<file path="src/nsr_pkg.sv">
// shared types and constants of the nmea sentence receiver
`timescale 1ns / 1ps
package nsr_pkg;

  localparam int MAX_LEN    = 128;
  localparam int MAX_FIELDS = 16;
  localparam int LEN_W      = 8;
  localparam int FIELD_W    = $clog2(MAX_FIELDS + 1);
  localparam int NAME_LEN   = 5;
  localparam int POS_W      = $clog2(NAME_LEN);
  localparam int Q_DEPTH    = 4;
  localparam int Q_PTR_W    = $clog2(Q_DEPTH);
  localparam int Q_CNT_W    = $clog2(Q_DEPTH + 1);

  localparam logic [7:0] CH_DOLLAR = 8'h24;
  localparam logic [7:0] CH_STAR   = 8'h2A;
  localparam logic [7:0] CH_COMMA  = 8'h2C;
  localparam logic [7:0] CH_CR     = 8'h0D;
  localparam logic [7:0] CH_LF     = 8'h0A;

  localparam logic [8*NAME_LEN-1:0] NAME_MWV = "IIMWV";
  localparam logic [8*NAME_LEN-1:0] NAME_XDR = "WIXDR";

  // position of the comma that closes a valid address
  localparam int ADDR_COMMA_IDX = NAME_LEN + 1;
  localparam int MIN_LEN        = 5;

  typedef enum logic [1:0] {
    ST_OK         = 2'd0,
    ST_FRAMING    = 2'd1,
    ST_CHECKSUM   = 2'd2,
    ST_NO_HANDLER = 2'd3
  } status_t;

  typedef enum logic [1:0] {
    TALKER_NONE = 2'd0,
    TALKER_MWV  = 2'd1,
    TALKER_XDR  = 2'd2
  } talker_t;

  // one classified word from the front
  typedef struct packed {
    logic [7:0]          data;
    logic                dollar;
    logic                term;
    logic                comma;
    logic                star;
    logic                hex_ok;
    logic [3:0]          hex;
    logic [NAME_LEN-1:0] mwv_hit;
    logic [NAME_LEN-1:0] xdr_hit;
  } item_t;

  // what the back keeps of the last three words
  typedef struct packed {
    logic       star;
    logic       hex_ok;
    logic [3:0] hex;
  } recent_t;

endpackage

</file>
<file path="src/nmea_sentence_receiver_core.sv">
// top level of the nmea sentence receiver
//
// channel  direction  handshake             payload
// in       input      in_valid / in_stall   in_rx_byte
// out      output     out_valid / out_stall status, talker, field_count, checksums, length
// cfg      input      cfg_we                cfg_wdata (handler mask)
//
// one word per cycle sustained while in_stall is low; an accepted word reaches the result
// register through front classify, queue write and back update, in that order
// the back takes a word from the four-entry queue whenever the result register is free
// reset is synchronous active low, no clearing pass; handler mask resets to both present
// out_stall holds the result and lets the queue fill; in_stall rises only when it is full
`timescale 1ns / 1ps
module nmea_sentence_receiver_core (
  input  logic                        clk,
  input  logic                        rst_n,
  input  logic                        cfg_we,
  input  logic [1:0]                  cfg_wdata,
  input  logic                        in_valid,
  output logic                        in_stall,
  input  logic [7:0]                  in_rx_byte,
  output logic                        out_valid,
  input  logic                        out_stall,
  output logic [1:0]                  out_status,
  output logic [1:0]                  out_talker,
  output logic [nsr_pkg::FIELD_W-1:0] out_field_count,
  output logic [7:0]                  out_calc_checksum,
  output logic [7:0]                  out_recv_checksum,
  output logic [nsr_pkg::LEN_W-1:0]   out_sentence_length
);

  logic           q_push;
  logic           q_pop;
  logic           q_full;
  logic           q_empty;
  nsr_pkg::item_t push_item;
  nsr_pkg::item_t pop_item;

  nsr_front u_front (
    .in_valid   (in_valid),
    .in_stall   (in_stall),
    .in_rx_byte (in_rx_byte),
    .q_full     (q_full),
    .q_push     (q_push),
    .q_item     (push_item)
  );

  nsr_queue u_queue (
    .clk       (clk),
    .rst_n     (rst_n),
    .push      (q_push),
    .push_item (push_item),
    .pop       (q_pop),
    .pop_item  (pop_item),
    .full      (q_full),
    .empty     (q_empty)
  );

  nsr_back u_back (
    .clk                 (clk),
    .rst_n               (rst_n),
    .cfg_we              (cfg_we),
    .cfg_wdata           (cfg_wdata),
    .q_empty             (q_empty),
    .q_item              (pop_item),
    .q_pop               (q_pop),
    .out_valid           (out_valid),
    .out_stall           (out_stall),
    .out_status          (out_status),
    .out_talker          (out_talker),
    .out_field_count     (out_field_count),
    .out_calc_checksum   (out_calc_checksum),
    .out_recv_checksum   (out_recv_checksum),
    .out_sentence_length (out_sentence_length)
  );

endmodule

</file>
<file path="src/nsr_front.sv">
// front: accepts input words and classifies them into the queue
`timescale 1ns / 1ps
module nsr_front (
  input  logic          in_valid,
  output logic          in_stall,
  input  logic [7:0]    in_rx_byte,
  input  logic          q_full,
  output logic          q_push,
  output nsr_pkg::item_t q_item
);

  always_comb begin
    q_item        = '0;
    q_item.data   = in_rx_byte;
    q_item.dollar = (in_rx_byte == nsr_pkg::CH_DOLLAR);
    q_item.term   = (in_rx_byte == nsr_pkg::CH_CR) || (in_rx_byte == nsr_pkg::CH_LF);
    q_item.comma  = (in_rx_byte == nsr_pkg::CH_COMMA);
    q_item.star   = (in_rx_byte == nsr_pkg::CH_STAR);
    if (in_rx_byte >= 8'h30 && in_rx_byte <= 8'h39) begin
      q_item.hex_ok = 1'b1;
      q_item.hex    = in_rx_byte[3:0];
    end else if ((in_rx_byte >= 8'h41 && in_rx_byte <= 8'h46) ||
                 (in_rx_byte >= 8'h61 && in_rx_byte <= 8'h66)) begin
      q_item.hex_ok = 1'b1;
      q_item.hex    = in_rx_byte[3:0] + 4'd9;
    end
    for (int p = 0; p < nsr_pkg::NAME_LEN; p++) begin
      q_item.mwv_hit[p] =
        (in_rx_byte == nsr_pkg::NAME_MWV[8*(nsr_pkg::NAME_LEN-1-p) +: 8]);
      q_item.xdr_hit[p] =
        (in_rx_byte == nsr_pkg::NAME_XDR[8*(nsr_pkg::NAME_LEN-1-p) +: 8]);
    end
  end

  assign in_stall = q_full;
  assign q_push   = in_valid && !q_full;

endmodule

</file>
<file path="src/nsr_queue.sv">
// short queue of classified words between front and back
`timescale 1ns / 1ps
module nsr_queue (
  input  logic           clk,
  input  logic           rst_n,
  input  logic           push,
  input  nsr_pkg::item_t push_item,
  input  logic           pop,
  output nsr_pkg::item_t pop_item,
  output logic           full,
  output logic           empty
);

  nsr_pkg::item_t                 slot_r [nsr_pkg::Q_DEPTH];
  logic [nsr_pkg::Q_PTR_W-1:0]    wr_ptr_r, wr_ptr_nxt;
  logic [nsr_pkg::Q_PTR_W-1:0]    rd_ptr_r, rd_ptr_nxt;
  logic [nsr_pkg::Q_CNT_W-1:0]    count_r, count_nxt;

  always_comb begin
    wr_ptr_nxt = wr_ptr_r;
    rd_ptr_nxt = rd_ptr_r;
    count_nxt  = count_r;
    if (push) begin
      wr_ptr_nxt = wr_ptr_r + 1'b1;
    end
    if (pop) begin
      rd_ptr_nxt = rd_ptr_r + 1'b1;
    end
    if (push && !pop) begin
      count_nxt = count_r + 1'b1;
    end else if (!push && pop) begin
      count_nxt = count_r - 1'b1;
    end
  end

  always_ff @(posedge clk) begin
    if (!rst_n) begin
      wr_ptr_r <= '0;
      rd_ptr_r <= '0;
      count_r  <= '0;
    end else begin
      wr_ptr_r <= wr_ptr_nxt;
      rd_ptr_r <= rd_ptr_nxt;
      count_r  <= count_nxt;
    end
  end

  always_ff @(posedge clk) begin
    if (push) begin
      slot_r[wr_ptr_r] <= push_item;
    end
  end

  assign pop_item = slot_r[rd_ptr_r];
  assign full     = (count_r == nsr_pkg::Q_CNT_W'(nsr_pkg::Q_DEPTH));
  assign empty    = (count_r == '0);

endmodule

</file>
<file path="src/nsr_back.sv">
// back: sentence state, checksum and result register
`timescale 1ns / 1ps
module nsr_back (
  input  logic                        clk,
  input  logic                        rst_n,
  input  logic                        cfg_we,
  input  logic [1:0]                  cfg_wdata,
  input  logic                        q_empty,
  input  nsr_pkg::item_t              q_item,
  output logic                        q_pop,
  output logic                        out_valid,
  input  logic                        out_stall,
  output logic [1:0]                  out_status,
  output logic [1:0]                  out_talker,
  output logic [nsr_pkg::FIELD_W-1:0] out_field_count,
  output logic [7:0]                  out_calc_checksum,
  output logic [7:0]                  out_recv_checksum,
  output logic [nsr_pkg::LEN_W-1:0]   out_sentence_length
);

  logic [1:0]                  mask_r;
  logic                        receiving_r, receiving_nxt;
  logic [nsr_pkg::LEN_W-1:0]   count_r, count_nxt;
  logic [7:0]                  xor_r, xor_nxt;
  logic                        star_seen_r, star_seen_nxt;
  nsr_pkg::recent_t            recent_r [3];
  nsr_pkg::recent_t            recent_nxt [3];
  logic [1:0]                  alive_r, alive_nxt;
  logic                        closed_r, closed_nxt;
  logic [nsr_pkg::FIELD_W-1:0] fields_r, fields_nxt;
  logic                        nonempty_r, nonempty_nxt;

  logic                        out_valid_r, out_valid_nxt;
  nsr_pkg::status_t            status_r, status_nxt;
  nsr_pkg::talker_t            talker_r, talker_nxt;
  logic [nsr_pkg::FIELD_W-1:0] fcount_r, fcount_nxt;
  logic [7:0]                  calc_r, calc_nxt;
  logic [7:0]                  recv_r, recv_nxt;
  logic [nsr_pkg::LEN_W-1:0]   len_r, len_nxt;

  logic [nsr_pkg::LEN_W-1:0]   len_inc;
  logic [nsr_pkg::POS_W-1:0]   pos;
  logic [7:0]                  recv_val;

  assign q_pop   = !q_empty && (!out_valid_r || !out_stall);
  assign len_inc = count_r + 1'b1;
  assign pos     = nsr_pkg::POS_W'(count_r - 1'b1);

  always_comb begin
    recv_val = '0;
    if (recent_r[1].hex_ok) begin
      recv_val = recent_r[2].hex_ok ? {recent_r[1].hex, recent_r[2].hex}
                                    : {4'd0, recent_r[1].hex};
    end
  end

  always_comb begin
    receiving_nxt = receiving_r;
    count_nxt     = count_r;
    xor_nxt       = xor_r;
    star_seen_nxt = star_seen_r;
    recent_nxt    = recent_r;
    alive_nxt     = alive_r;
    closed_nxt    = closed_r;
    fields_nxt    = fields_r;
    nonempty_nxt  = nonempty_r;
    out_valid_nxt = out_valid_r && out_stall;
    status_nxt    = status_r;
    talker_nxt    = talker_r;
    fcount_nxt    = fcount_r;
    calc_nxt      = calc_r;
    recv_nxt      = recv_r;
    len_nxt       = len_r;

    if (q_pop) begin
      if (!receiving_r || count_r >= nsr_pkg::LEN_W'(nsr_pkg::MAX_LEN) || q_item.term) begin
        // start fresh for idle, overflow and end of sentence
        receiving_nxt = 1'b0;
        count_nxt     = '0;
        xor_nxt       = '0;
        star_seen_nxt = 1'b0;
        recent_nxt    = '{default: '0};
        alive_nxt     = 2'b11;
        closed_nxt    = 1'b0;
        fields_nxt    = '0;
        nonempty_nxt  = 1'b0;
        if (!receiving_r && q_item.dollar) begin
          receiving_nxt = 1'b1;
          count_nxt     = nsr_pkg::LEN_W'(1);
          nonempty_nxt  = 1'b1;
        end
      end else begin
        count_nxt = len_inc;
        if (!closed_r) begin
          if (q_item.comma) begin
            closed_nxt = 1'b1;
            if (count_r != nsr_pkg::LEN_W'(nsr_pkg::ADDR_COMMA_IDX)) begin
              alive_nxt = '0;
            end
          end else if (count_r >= nsr_pkg::LEN_W'(1) &&
                       count_r <= nsr_pkg::LEN_W'(nsr_pkg::NAME_LEN)) begin
            alive_nxt[0] = alive_r[0] && q_item.mwv_hit[pos];
            alive_nxt[1] = alive_r[1] && q_item.xdr_hit[pos];
          end else begin
            alive_nxt = '0;
          end
        end
        if (!star_seen_r) begin
          if (q_item.star) begin
            star_seen_nxt = 1'b1;
          end else begin
            xor_nxt = xor_r ^ q_item.data;
            if (q_item.comma) begin
              if (fields_r < nsr_pkg::FIELD_W'(nsr_pkg::MAX_FIELDS)) begin
                fields_nxt = fields_r + 1'b1;
              end
              nonempty_nxt = 1'b0;
            end else begin
              nonempty_nxt = 1'b1;
            end
          end
        end
        recent_nxt[0] = recent_r[1];
        recent_nxt[1] = recent_r[2];
        recent_nxt[2] = '{star: q_item.star, hex_ok: q_item.hex_ok, hex: q_item.hex};
      end

      if (receiving_r && count_r < nsr_pkg::LEN_W'(nsr_pkg::MAX_LEN) && q_item.term) begin
        out_valid_nxt = 1'b1;
        talker_nxt    = nsr_pkg::TALKER_NONE;
        if (closed_r && alive_r[0]) begin
          talker_nxt = nsr_pkg::TALKER_MWV;
        end else if (closed_r && alive_r[1]) begin
          talker_nxt = nsr_pkg::TALKER_XDR;
        end
        fcount_nxt = fields_r;
        if (nonempty_r && fields_r < nsr_pkg::FIELD_W'(nsr_pkg::MAX_FIELDS)) begin
          fcount_nxt = fields_r + 1'b1;
        end
        calc_nxt = xor_r;
        len_nxt  = len_inc;
        recv_nxt = '0;
        if (len_inc < nsr_pkg::LEN_W'(nsr_pkg::MIN_LEN) || !recent_r[0].star) begin
          status_nxt = nsr_pkg::ST_FRAMING;
        end else begin
          recv_nxt = recv_val;
          if (recv_val != xor_r) begin
            status_nxt = nsr_pkg::ST_CHECKSUM;
          end else if ((closed_r && alive_r[0] && mask_r[0]) ||
                       (closed_r && !alive_r[0] && alive_r[1] && mask_r[1])) begin
            status_nxt = nsr_pkg::ST_OK;
          end else begin
            status_nxt = nsr_pkg::ST_NO_HANDLER;
          end
        end
      end
    end
  end

  always_ff @(posedge clk) begin
    if (!rst_n) begin
      mask_r      <= 2'b11;
      receiving_r <= 1'b0;
      count_r     <= '0;
      xor_r       <= '0;
      star_seen_r <= 1'b0;
      recent_r    <= '{default: '0};
      alive_r     <= 2'b11;
      closed_r    <= 1'b0;
      fields_r    <= '0;
      nonempty_r  <= 1'b0;
      out_valid_r <= 1'b0;
    end else begin
      if (cfg_we) begin
        mask_r <= cfg_wdata;
      end
      receiving_r <= receiving_nxt;
      count_r     <= count_nxt;
      xor_r       <= xor_nxt;
      star_seen_r <= star_seen_nxt;
      recent_r    <= recent_nxt;
      alive_r     <= alive_nxt;
      closed_r    <= closed_nxt;
      fields_r    <= fields_nxt;
      nonempty_r  <= nonempty_nxt;
      out_valid_r <= out_valid_nxt;
    end
  end

  always_ff @(posedge clk) begin
    status_r <= status_nxt;
    talker_r <= talker_nxt;
    fcount_r <= fcount_nxt;
    calc_r   <= calc_nxt;
    recv_r   <= recv_nxt;
    len_r    <= len_nxt;
  end

  assign out_valid           = out_valid_r;
  assign out_status          = status_r;
  assign out_talker          = talker_r;
  assign out_field_count     = fcount_r;
  assign out_calc_checksum   = calc_r;
  assign out_recv_checksum   = recv_r;
  assign out_sentence_length = len_r;

endmodule

</file>
<file path="config.mk">
export PLATFORM = sky130hd
export DESIGN_NAME = nmea_sentence_receiver_core
export DESIGN_NICKNAME = d
export VERILOG_FILES = /design/src/nsr_pkg.sv /design/src/nmea_sentence_receiver_core.sv /design/src/nsr_front.sv /design/src/nsr_queue.sv /design/src/nsr_back.sv
export SDC_FILE = /design/constraint.sdc
export NUM_CORES = 1
export LEC_CHECK = 0
export BUFFER_PORTS_ARGS = -buffer_cell sky130_fd_sc_hd__buf_4
export CELL_PAD_IN_SITES_DETAIL_PLACEMENT = 1
export CELL_PAD_IN_SITES_GLOBAL_PLACEMENT = 1
export CORE_MARGIN = 5
export CORE_UTILIZATION = 45
export DETAILED_ROUTE_END_ITERATION = 6
export PLACE_DENSITY_LB_ADDON = 0.08
export SETUP_SLACK_MARGIN = 0.15
export SYNTH_ARGS = -nofsm -noshare
export SYNTH_HDL_FRONTEND = slang
export SYNTH_SLANG_ARGS = --single-unit
</file>
<file path="constraint.sdc">
create_clock -name clk -period 6.6 [get_ports clk]
set_input_delay 1.32 -clock clk [delete_from_list [all_inputs] [get_ports clk]]
set_output_delay 1.32 -clock clk [all_outputs]
set_load 0.02 [all_outputs]
</file>
* Word level (Yosys, flattened, before mapping) *
Memories as Yosys holds them, arrays and structs flattened. A register that Yosys moved wholly into a read port is not among the register bits.
Cells that the tools add are included.

storage, ports and cells
  bits in registers = 83
  bits in latches = 0
  RAM bits = 108
  bits in read-only memories = 0
  input port bits = 15
  memories = 1

memories
  name            depth  bits a word  read ports  clocked after memory_dff  write ports  line             source
  u_queue.slot_r  4      27           1           1                         1            nsr_queue.sv:14  nsr_pkg::item_t slot_r [nsr_pkg::Q_DEPTH];

cells by class
  $add $sub $neg = 8
  multiply operators = 0
  divide/modulo/power cells = 0
  magnitude comparators = 13
  eq/ne operators = 19
  shift operators = 0
  muxes and demuxes = 47
  bitwise logic cells = 1
  reductions and logical operators = 46

operators by type and width
  kind                 number
  $eq 8x7->1 const B   7
  $mux 8               6
  $mux 5               8
  $eq 8x6->1 const B   3
  $logic_and 1x1->1    21
  $mux 2               10
  $mux 1               18
  $mux 18              1
  $eq 8x4->1 const B   2
  $ge 8x7->1 const B   2
  $le 8x7->1 const B   2
  $logic_not 1->1      9
  $add 8x1->8 const B  1
  $ge 8x1->1 const B   1
  $ge 8x6->1 const B   1
  $ge 8x8->1 const B   1
  $le 8x3->1 const B   1
  $le 8x6->1 const B   1
  $lt 8x3->1 const B   1
  $lt 8x8->1 const B   1
  $ne 8x3->1 const B   1
  $ne 8x8->1           1
  $xor 8x8->8          1
  $logic_or 1x1->1     7
  other kinds (17)     27

* Longest topological paths before layout *
Gate-level depths: netlist of the first run.

  word-level depth = 8
  mapped depth = 11
  mapped depth without buffers = 9

* By module *
Synthesis of the first run repeated with hierarchy kept, for this count alone.

second synthesis, totals
  cells, all modules = 573
  area, all modules = 8276.7 um^2

by module, submodules not included
  module     instances  cells each  area each (um^2)  sequential area each (um^2)
  nsr_queue  1          184         4389.2            3423.3
  nsr_back   1          327         3460.8            1851.8
  nsr_front  1          62          426.7             0.0

* Worst setup path before layout of the first run *
Ideal clock, no wire load.

  path type = input to register
  from = input port out_stall
  to = register u_queue.count_r[2] (netlist bit)
  setup time = 76 ps
  arrival time = 3313 ps
  required time = 6524 ps
  path slack = 3212 ps
  stages on the path = 11
  buffers on the path = 2
  cell sequence = nand2_1 -> o31a_1 -> buf_2 -> clkinv_1 -> clkbuf_1 -> ha_1 -> inv_1 -> fa_1 -> xor2_1 -> or3_1 -> a21boi_0

between the ends
  word-level cells in the longest chain between the ends = 6

ends and longest elaborated chain
  item                                         line                               source
  start: declaration                           nmea_sentence_receiver_core.sv:23  input logic out_stall,
  $logic_not 1->1 *                            nsr_back.sv:45                     assign q_pop = !q_empty && (!out_valid_r || !out_stall);
  $logic_or 1x1->1 *                           nsr_back.sv:45
  $logic_and 1x1->1 *                          nsr_back.sv:45
  $logic_not 1->1                              nsr_queue.sv:29                    if (push && !pop) begin
  $logic_and 1x1->1                            nsr_queue.sv:29
  $mux 3 or $reduce_bool 2->1 (tied branches)  -
  end signal: assignment                       nsr_queue.sv:44                    count_r <= count_nxt;
  end: declaration                             nsr_queue.sv:17                    logic [nsr_pkg::Q_CNT_W-1:0] count_r, count_nxt;

Mark *: on every way between the ends. The rest lies on a longest branch, timed or not.
A chain may end at the register's enable or synchronous reset.

* Worst setup path in the final report of the first run *
  from = input port out_stall
  to = register u_back.recv_r[5], in the netlist u_back.out_recv_checksum[5] (enable)

between the ends
  word-level cells in the longest chain between the ends = 4

ends and longest elaborated chain
  item                               line             source
  $logic_not 1->1                    nsr_back.sv:45
  $logic_or 1x1->1                   nsr_back.sv:45
  $logic_and 1x1->1                  nsr_back.sv:45
  $reduce_and 2->1 (no source line)  -
  end signal: assignment             nsr_back.sv:195  recv_r <= recv_nxt;
  end: declaration                   nsr_back.sv:38   logic [7:0] recv_r, recv_nxt;

No other way between the ends.

==> impl_metrics.ini, run 1 <==
[global_routing]
grt_pass1_vias = 4690
overflow = 0
grt_max_degree = 42
groute.usage.overall = 0.1677
antenna_found_initial = 0
grt_pass1_wl_mm = 25.64

[power]
p_leak_nw = 3.116
p_comb_frac = 0.257
p_seq_frac = 0.435
irDropWorstVdd_mv = 0.2002
switching_share = 0.3145
internal_power_mw = 2.340
p_switching_mw = 1.074
p_per_area_nw_per_um2 = 382.6
clock_power_share = 0.308

[die]
start_util = 0.4612
rows = 47
die_y_um = 140.8
placeableCoreArea_um2 = 16700
ioPinCount = 50
die-area_um2 = 19830
die-width_um = 140.8

[sta]
finalSetupTns_ns = 0
slew_headroom = 0.1901
fmax_ghz = 0.2936
post-route-min-period_ns = 3.406
rsz0062_at_grt = no
tightest_slew_ns = 1.214
clock_skew_ns = 0.007969
drv_slew = 0
setup-violations-final = 0
fin_hold_ws_ns = 0.4627
finalCritPeriodShare = 0.5161
hold_violations = 0

[critical_path]
slowest_stage = inv_1
cp_max_fo = 33
cp_data_arrival_time_ns = 3.45
cp_top_family = buffers and inverters
start_kind = input pin
crit_type = input pin to register
cp_common_cell = buf_4
path_cells = buf_4 -> nand2_1 -> o31a_1 -> buf_4 -> nand3_1 -> inv_1
critPathRequiredTime_ns = 6.64
path_buf_inv = 3
endpoint_kind = register
max_stage_delay_ns = 0.89

[yosys]
synthTopCellsByArea = edfxtp_1, dfxtp_1, mux4_2
synth_seq_cells = 181
synth_ff_type = edfxtp_1
postSynthCellCount = 565
ys_async_sr_fraction = 0
syn_area_um2 = 7702
yosysTopAreaCellShare = 0.5029
yosysWarnings = 0
synth_top_cell_by_area = edfxtp_1
synth_cell_types = 59
synth_nets = 595
synth_area_per_cell_um2 = 13.63
synth_edf_count = 129
synth-seq-area-share = 0.6381

[route]
route.vias.total = 4581
first_pass_iters = 4
viasPerCell = 5.396
wl_mm = 16.10
ant_nets = 0
drtIter0Drc = 260
drc = 0
avgRoutedWirePerCell_um = 18.96

[finish]
diodes = 0
syn_to_final_growth_pct = 15.84
nets = 646
layout-drive-gt1-share = 0.1987

[clocking]
path_clk_slew_ns = 0.07
cts_hold_buf = 0
insertion_delay_ns = 0.43
clock_sinks = 181
cts_max_level = 4
cts_made_buffers = 17
cts_tree = done
post_cts_resized = 0
root_buffer = clkbuf_16
cts_buffer_depth = 2
postCtsSetupBuffers = 0

[placement]
port_buffers = 49
gp_congestion = 0.7939
hpwl_mm = 11.11

[min_path]
hp-class = register to register

[run_status]
status = completed

[job]
maxCapViolations = 0
[per-stage QoR]
| step | utilization | setup WS [ns] | power, mW | cell area (um2) | cells |
|---|---|---|---|---|---|
| 3_5_place_dp | 0.4973 | 2.708 | 2.405 | 8305 | 817 |
| 6_report | 0.5342 | 3.194 | 3.414 | 8922 | 849 |
| 2_1_floorplan | - | 3.212 | 2.126 | 7702 | 565 |
| 5_1_grt | 0.5342 | 2.979 | 3.597 | 8922 | 849 |
| 4_1_cts | 0.5342 | 3.165 | 3.462 | 8922 | 849 |
| 3_3_place_gp | 0.4973 | 2.783 | 2.368 | 8305 | 817 |
[state kept, by name, summed over array words and instances, names as in the netlist, 3 cells and up, named ones only]
register / cells
u_queue.slot_r: 96
u_back.recent_r: 13
u_back.count_r: 8
u_back.out_calc_checksum: 8
u_back.out_recv_checksum: 8
u_back.out_sentence_length: 8
u_back.xor_r: 8
u_back.fields_r: 5
u_back.out_field_count: 5
u_queue.count_r: 3
[synth_stat cells (2+ instances only)]
cell      number
mux4_2        25
o21a_1         2
inv_1         14
dfxtp_1       52
xnor2_1       10
nand3_1       24
mux2i_1        7
or3_1          2
nand2b_1       5
buf_1          2
a21boi_1       2
o32ai_1        2
clkbuf_1      19
buf_2          5
nor4bb_1       2
nor2_1        36
nor3_1         8
mux2_2         4
o211ai_1       9
o22ai_1        2
and3_1         8
a22o_1         2
o21ai_0       15
nor3b_1        5
o31a_1         2
a22oi_1        3
or4_1          2
a41oi_1        2
xor2_1        19
a31oi_1        5
edfxtp_1     129
a21boi_0      19
and2_1        14
nand2_1       54
nor2b_1       12
a21oi_1        6
ha_1          14
[final timing paths]
| path | cells after the start | start | slack [ns] | end |
|---|---|---|---|---|
| worst max-delay path | 6 | out_stall | 3.19 | u_back.out_recv_checksum[5] |
| worst min-delay path | 2 | u_back.recent_r[11] | 0.46 | u_back.recent_r[11] |
| worst max register to register | 6 | register | 3.52 | u_back.fields_r[2] |
| worst min register to register | 2 | u_back.recent_r[11] | 0.46 | u_back.recent_r[11] |
[layer usage]
metal  track usage  vias to the layer above  routed length (um)  part of all wire
met5             0                        -                   0                 0
met2        0.2765                       75                7901              0.49
met1        0.2193                     2286                7400              0.46
met3       0.03725                       21                 555             0.034
met4       0.06017                        0                 243             0.015
li1              -                     2199                   -                 -
[power by group through the flow]
stage,registers (mW),logic [mW],clock network (mW)
floorplan,1.48,0.646,0
global placement,1.50,0.865,0
detailed placement,1.51,0.891,0
CTS,1.49,0.897,1.07
global route,1.51,0.966,1.13
finish,1.49,0.878,1.05
[cell usage in the layout, fill, tap and decap left out, drive strengths merged, types with 2 or more instances in the layout]
master and count:
and2 14, o211ai 9, inv 20, a31oi 5
edfxtp 129, mux4 25, and3 8, o21ai 15
clkinvlp 2, nor4bb 2, nand3 25, o32ai 2
xnor2 10, nor4b 2, o21a 2, nand2 54
o22ai 2, mux2i 7, dfxtp 52, nor2b 12
bufinv 3, o31a 2, a22o 2, a41oi 2
nor3 8, ha 14, clkbuf 17, a22oi 3
a21boi 21, clkinv 5, or3 2, xor2 19
nor2 37, nand2b 5, or4 2, nor3b 5
mux2 4, a21oi 6, buf 59
[worst reg2reg max path: stages, from the launching register on]
cell,delay (ns)
dfxtp_1,0.90
buf_4,0.43
mux4_2,0.62
nor4b_4,0.38
nand3_2,0.19
or3b_1,0.38
a21boi_1,0.14
[cell families (layout without fill, tap and decap cells)]
| logic type | Yosys count | in the layout | share of synthesized area |
|---|---|---|---|
| AO/OA/AOI/OAI | 80 | 80 | 0.07375 |
| XOR/XNOR | 29 | 29 | 0.03298 |
| adder cells (fa/ha/maj) | 15 | 15 | 0.02534 |
| buffers and inverters | 42 | 106 | 0.02225 |
| flip-flops | 181 | 181 | 0.6381 |
| multiplexers | 36 | 36 | 0.08804 |
| AND/OR/NAND/NOR | 182 | 182 | 0.1196 |
[final cells by class]
type | count | area (um2)
Clock buffer | 17 | 425.4
Clock inverter | 15 | 191.4
Fill cell | 1690 | 7779
Inverter | 15 | 56.30
Multi-Input combinational cell | 342 | 2616
Sequential cell | 181 | 4915
Tap cell | 220 | 275.3
Timing Repair Buffer | 59 | 442.9
Power figures use the tool's default switching activity.
==> run 2: changes to the inputs <==
- clock period: 6.6 -> 3.4 ns (I/O delays scaled with it)
==> impl_metrics.ini, run 2 (synthesis results as in run 1) <==
[run_status]
status = completed

[finish]
final_common_cell = edfxtp_1
layout_common_cells = edfxtp_1, buf_4, nand2_1, dfxtp_1, nor2_1
diodes = 0
nets = 648
fin_util = 0.5320
syn_to_final_growth_pct = 15.35
top_regs = u_queue.slot_r (96), u_back.recent_r (13)
layout-drive-gt1-share = 0.1949
final_cell_area_um2 = 8885
largest-register = u_queue.slot_r
largest_register_ffs = 96
fill_cells = 1685

[global_routing]
groute.usage.overall = 0.1667
grt_util_met1 = 0.2233
overflow = 0
grt_pass1_wl_mm = 25.81
antenna_found_initial = 0
grt_max_degree = 42
use_met3 = 0.03556
grt-busiest-layer = met2
grt_pass1_vias = 4808
use_met2 = 0.2739

[power]
p_per_area_nw_per_um2 = 724.7
internal_power_mw = 4.419
p_switching_mw = 2.019
p_comb_frac = 0.263
switching_share = 0.3136
clock_power_share = 0.289
p_leak_nw = 3.099
irDropWorstVdd_mv = 0.3929
p_seq_frac = 0.448

[clocking]
cts_hold_buf = 0
cts_tree = done
cts_max_level = 4
cts_made_buffers = 17
insertion_delay_ns = 0.42
post_cts_resized = 0
root_buffer = clkbuf_16
clock_sinks = 181
cts_buffer_depth = 2
path_clk_slew_ns = 0.07
postCtsSetupBuffers = 0

[die]
rows = 47
ioPinCount = 50
start_util = 0.4612
die_y_um = 140.8
placeableCoreArea_um2 = 16700
die-area_um2 = 19830
die-width_um = 140.8

[critical_path]
critPathRequiredTime_ns = 3.75
cp_data_arrival_time_ns = 2.95
endpoint_kind = register
cp_max_fo = 21
crit_type = register to register
start_kind = register

[route]
route.vias.total = 4617
ant_nets = 0
drtIter0Drc = 256
avgRoutedWirePerCell_um = 18.58
first_pass_iters = 6
drc = 0
wl_mm = 15.81
viasPerCell = 5.425

[sta]
setup-violations-final = 0
finalSetupTns_ns = 0
fin_hold_ws_ns = 0.4766
tightest_slew_ns = 0.8578
finalCritPeriodShare = 0.7667
drv_slew = 0
hold_violations = 0
slew_headroom = 0.4281
post-route-min-period_ns = 2.607
rsz0062_at_grt = no
clock_skew_ns = 0.007566
fmax_ghz = 0.3836

[placement]
place_area_um2 = 8320
gp_congestion = 0.7413
hpwl_mm = 10.83
port_buffers = 49

[job]
maxCapViolations = 0

[min_path]
hp-class = input pin to register
-- run 2: cell count changes in the layout (fill, tap and decap cells not counted), sizes merged --
cell / change
inv: -5
clkbuf: +4
clkinv: +3
buf: +2
bufinv: -2
-- run 2: metrics by stage --
step | std cells | power, mW | setup WS, ns
after global routing | 851 | 6.801 | 0.6097
after global placement | 819 | 4.602 | 0.8639
final | 851 | 6.438 | 0.7934
after floorplan | 565 | 4.127 | 0.6518
after CTS | 851 | 6.522 | 0.7872
after detailed placement | 819 | 4.661 | 0.7258
-- run 2: cell type report --
cell class | count | area, um2 | area share
flip-flops and latches | 181 | 4915 | 0.5532
repair buffers | 61 | 457.9 | 0.05154
clock buffers | 21 | 460.4 | 0.05182
multi-input cells | 342 | 2616 | 0.2945
inverters | 15 | 56.30 | 0.006337
clock inverters | 11 | 103.9 | 0.01169
well taps | 220 | 275.3 | 0.03098
-- run 2: metal layers --
| metal | routed length, um | share of wire |
|---|---|---|
| met2 | 7655 | 0.48 |
| met1 | 7293 | 0.46 |
| met3 | 677 | 0.043 |
| met4 | 183 | 0.012 |
| met5 | 0 | 0 |
-- run 2: final timing paths --
kind	start	slack, ns	endpoint	depth (start not counted)
worst max-delay path	register	0.79	u_back.count_r[2]	4
worst min register to register	u_back.recent_r[2]	0.50	u_back.recent_r[2]	2
worst max register to register	register	0.79	u_back.count_r[2]	4
worst min-delay path	cfg_wdata[0]	0.48	u_back.mask_r[0]	3
-- run 2: worst max-delay path, cell delays in order, from the launching register on --
cell	delay [ns]
dfxtp_1	0.76
mux4_2	0.45
nand2b_1	0.56
or4_1	0.58
a21boi_0	0.18
-- run 2: power by group through the flow --
stage                     clock, mW  combinational (mW)  sequential [mW]
after floorplan                   0                1.25             2.87
final                          1.86                1.69             2.89
after global routing           2.00                1.87             2.93
after detailed placement          0                1.72             2.94
after global placement            0                1.68             2.92
after CTS                      1.90                1.73             2.89
==> run 3: changes to the inputs <==
- clock period: 3.4 -> 2.2 ns (I/O delays scaled with it)
==> impl_metrics.ini, run 3 (synthesis results as in run 1) <==
[global_routing]
grt_pass1_vias = 5096
groute.usage.overall = 0.1806
grt_pass1_wl_mm = 27.63
overflow = 0
antenna_found_initial = 0
grt_max_degree = 42

[sta]
finalCritPeriodShare = 0.9202
hold_violations = 0
setup-violations-final = 0
post-route-min-period_ns = 2.024
fin_hold_ws_ns = 0.2307
slew_headroom = 0.5950
tightest_slew_ns = 0.6055
finalSetupTns_ns = 0
clock_skew_ns = 0.009562
drv_slew = 0
rsz0062_at_grt = yes
fmax_ghz = 0.4940

[route]
wl_mm = 17.11
drc = 0
first_pass_iters = 4
drtIter0Drc = 210
ant_nets = 0
route.vias.total = 4769
viasPerCell = 5.457
avgRoutedWirePerCell_um = 19.57

[die]
die-width_um = 140.8
start_util = 0.4612
die-area_um2 = 19830
ioPinCount = 50
rows = 47
die_y_um = 140.8
placeableCoreArea_um2 = 16700

[job]
maxCapViolations = 0

[finish]
layout_common_cells = edfxtp_1, buf_4, nand2_1, dfxtp_1, nor2_1
fill_cells = 1661
diodes = 0
top_regs = u_queue.slot_r (96), u_back.recent_r (13)
final_common_cell = edfxtp_1
nets = 671
finalNonFillerCells = 874
layout-drive-gt1-share = 0.2645
syn_to_final_growth_pct = 20.76
largest_register_ffs = 96
largest-register = u_queue.slot_r

[critical_path]
start_kind = register
critPathRequiredTime_ns = 2.56
reg2reg_depth = 8
crit_type = register to register
endpoint_kind = register
cp_max_fo = 4
cp_data_arrival_time_ns = 2.39
reg2reg_to = u_queue.count_r[2]
r2r_slack_ns = 0.18
r2r-start = u_queue.count_r[0]

[placement]
hpwl_mm = 11.64
port_buffers = 49
gp_congestion = 0.7689
place_inst = 837

[clocking]
cts_made_buffers = 17
clock_sinks = 181
cts_max_level = 4
cts_buffer_depth = 2
cts_tree = done
cts_hold_buf = 0
root_buffer = clkbuf_16
insertion_delay_ns = 0.43
path_clk_slew_ns = 0.07

[power]
p_leak_nw = 3.286
irDropWorstVdd_mv = 0.6314
p_per_area_nw_per_um2 = 1151
fin_total_pwr_mw = 10.71

[min_path]
worstHoldStart = cfg_wdata[0]
whs_path_depth = 3
holdPathEnd = u_back.mask_r[0]
hp-class = input pin to register

[run_status]
status = completed
-- run 3: cell count changes in the layout (fill, tap and decap cells not counted), sizes merged --
cell    before  now
buf         61   84
bufinv       1    4
clkbuf      21   17
clkinv       8    7
inv         15   17
-- run 3: power breakdown --
group / internal (mW) / switching, mW
Combinational: 1.32 / 1.73
Clock: 1.91 / 1.31
Sequential: 4.14 / 0.303
Total: 7.36 / 3.34
-- run 3: area by class of cell --
type	instances	area, um2	area share
Clock inverter	15	201.4	0.02166
Timing Repair Buffer	84	684.4	0.07358
Clock buffer	17	425.4	0.04574
Sequential cell	181	4936	0.5307
Inverter	15	65.06	0.006995
Tap cell	220	275.3	0.02959
Multi-Input combinational cell	342	2714	0.2918
-- run 3: worst max-delay path by stage --
stage | start | to | slack (ns)
floorplan | u_queue.count_r[1] | u_queue.count_r[2] | 0.0008
global placement | u_back.count_r[0] | u_back.out_recv_checksum[0] | -0.05
detailed placement | u_back.count_r[0] | u_back.out_recv_checksum[3] | -0.04
CTS | u_back.count_r[2] | u_back.out_recv_checksum[5] | 0.15
global route | u_queue.count_r[0] | u_queue.count_r[2] | 0.12
finish | u_queue.count_r[0] | u_queue.count_r[2] | 0.18
-- run 3: routing by layer --
layer,wire length (um),global-route usage,vias to the layer above
met4,239,0.05303,0
met2,8739,0.3120,90
li1,-,-,2249
met3,642,0.04233,16
met1,7484,0.2274,2414
met5,0,0,-
-- run 3: repair_timing --
item / 4_1_cts / 5_1_grt
endpoints found under the hold margin: 0 / 0
setup buffers: 1 / 4
pin swaps: 3 / 9
setup endpoints to repair: 19 / 26
gates cloned: 0 / 0
resized for setup: 10 / 18
-- run 3: critical path, cell delays in order, from the launching register on --
cell      delay, ns
dfxtp_4        0.36
o31a_1         0.34
clkinv_4       0.07
ha_4           0.12
inv_1          0.06
fa_2           0.38
xor2_2         0.16
or3_1          0.33
a21boi_1       0.14
-- run 3: through the flow --
stage / area [um2] / setup slack [ns] / utilization
5_1_grt: 9301 / 0.1211 / 0.5569
3_3_place_gp: 8533 / -0.05326 / 0.5109
4_1_cts: 9189 / 0.1541 / 0.5502
3_5_place_dp: 8533 / -0.04354 / 0.5109
2_1_floorplan: 7746 / 0.0007758 / -
6_report: 9301 / 0.1756 / 0.5569
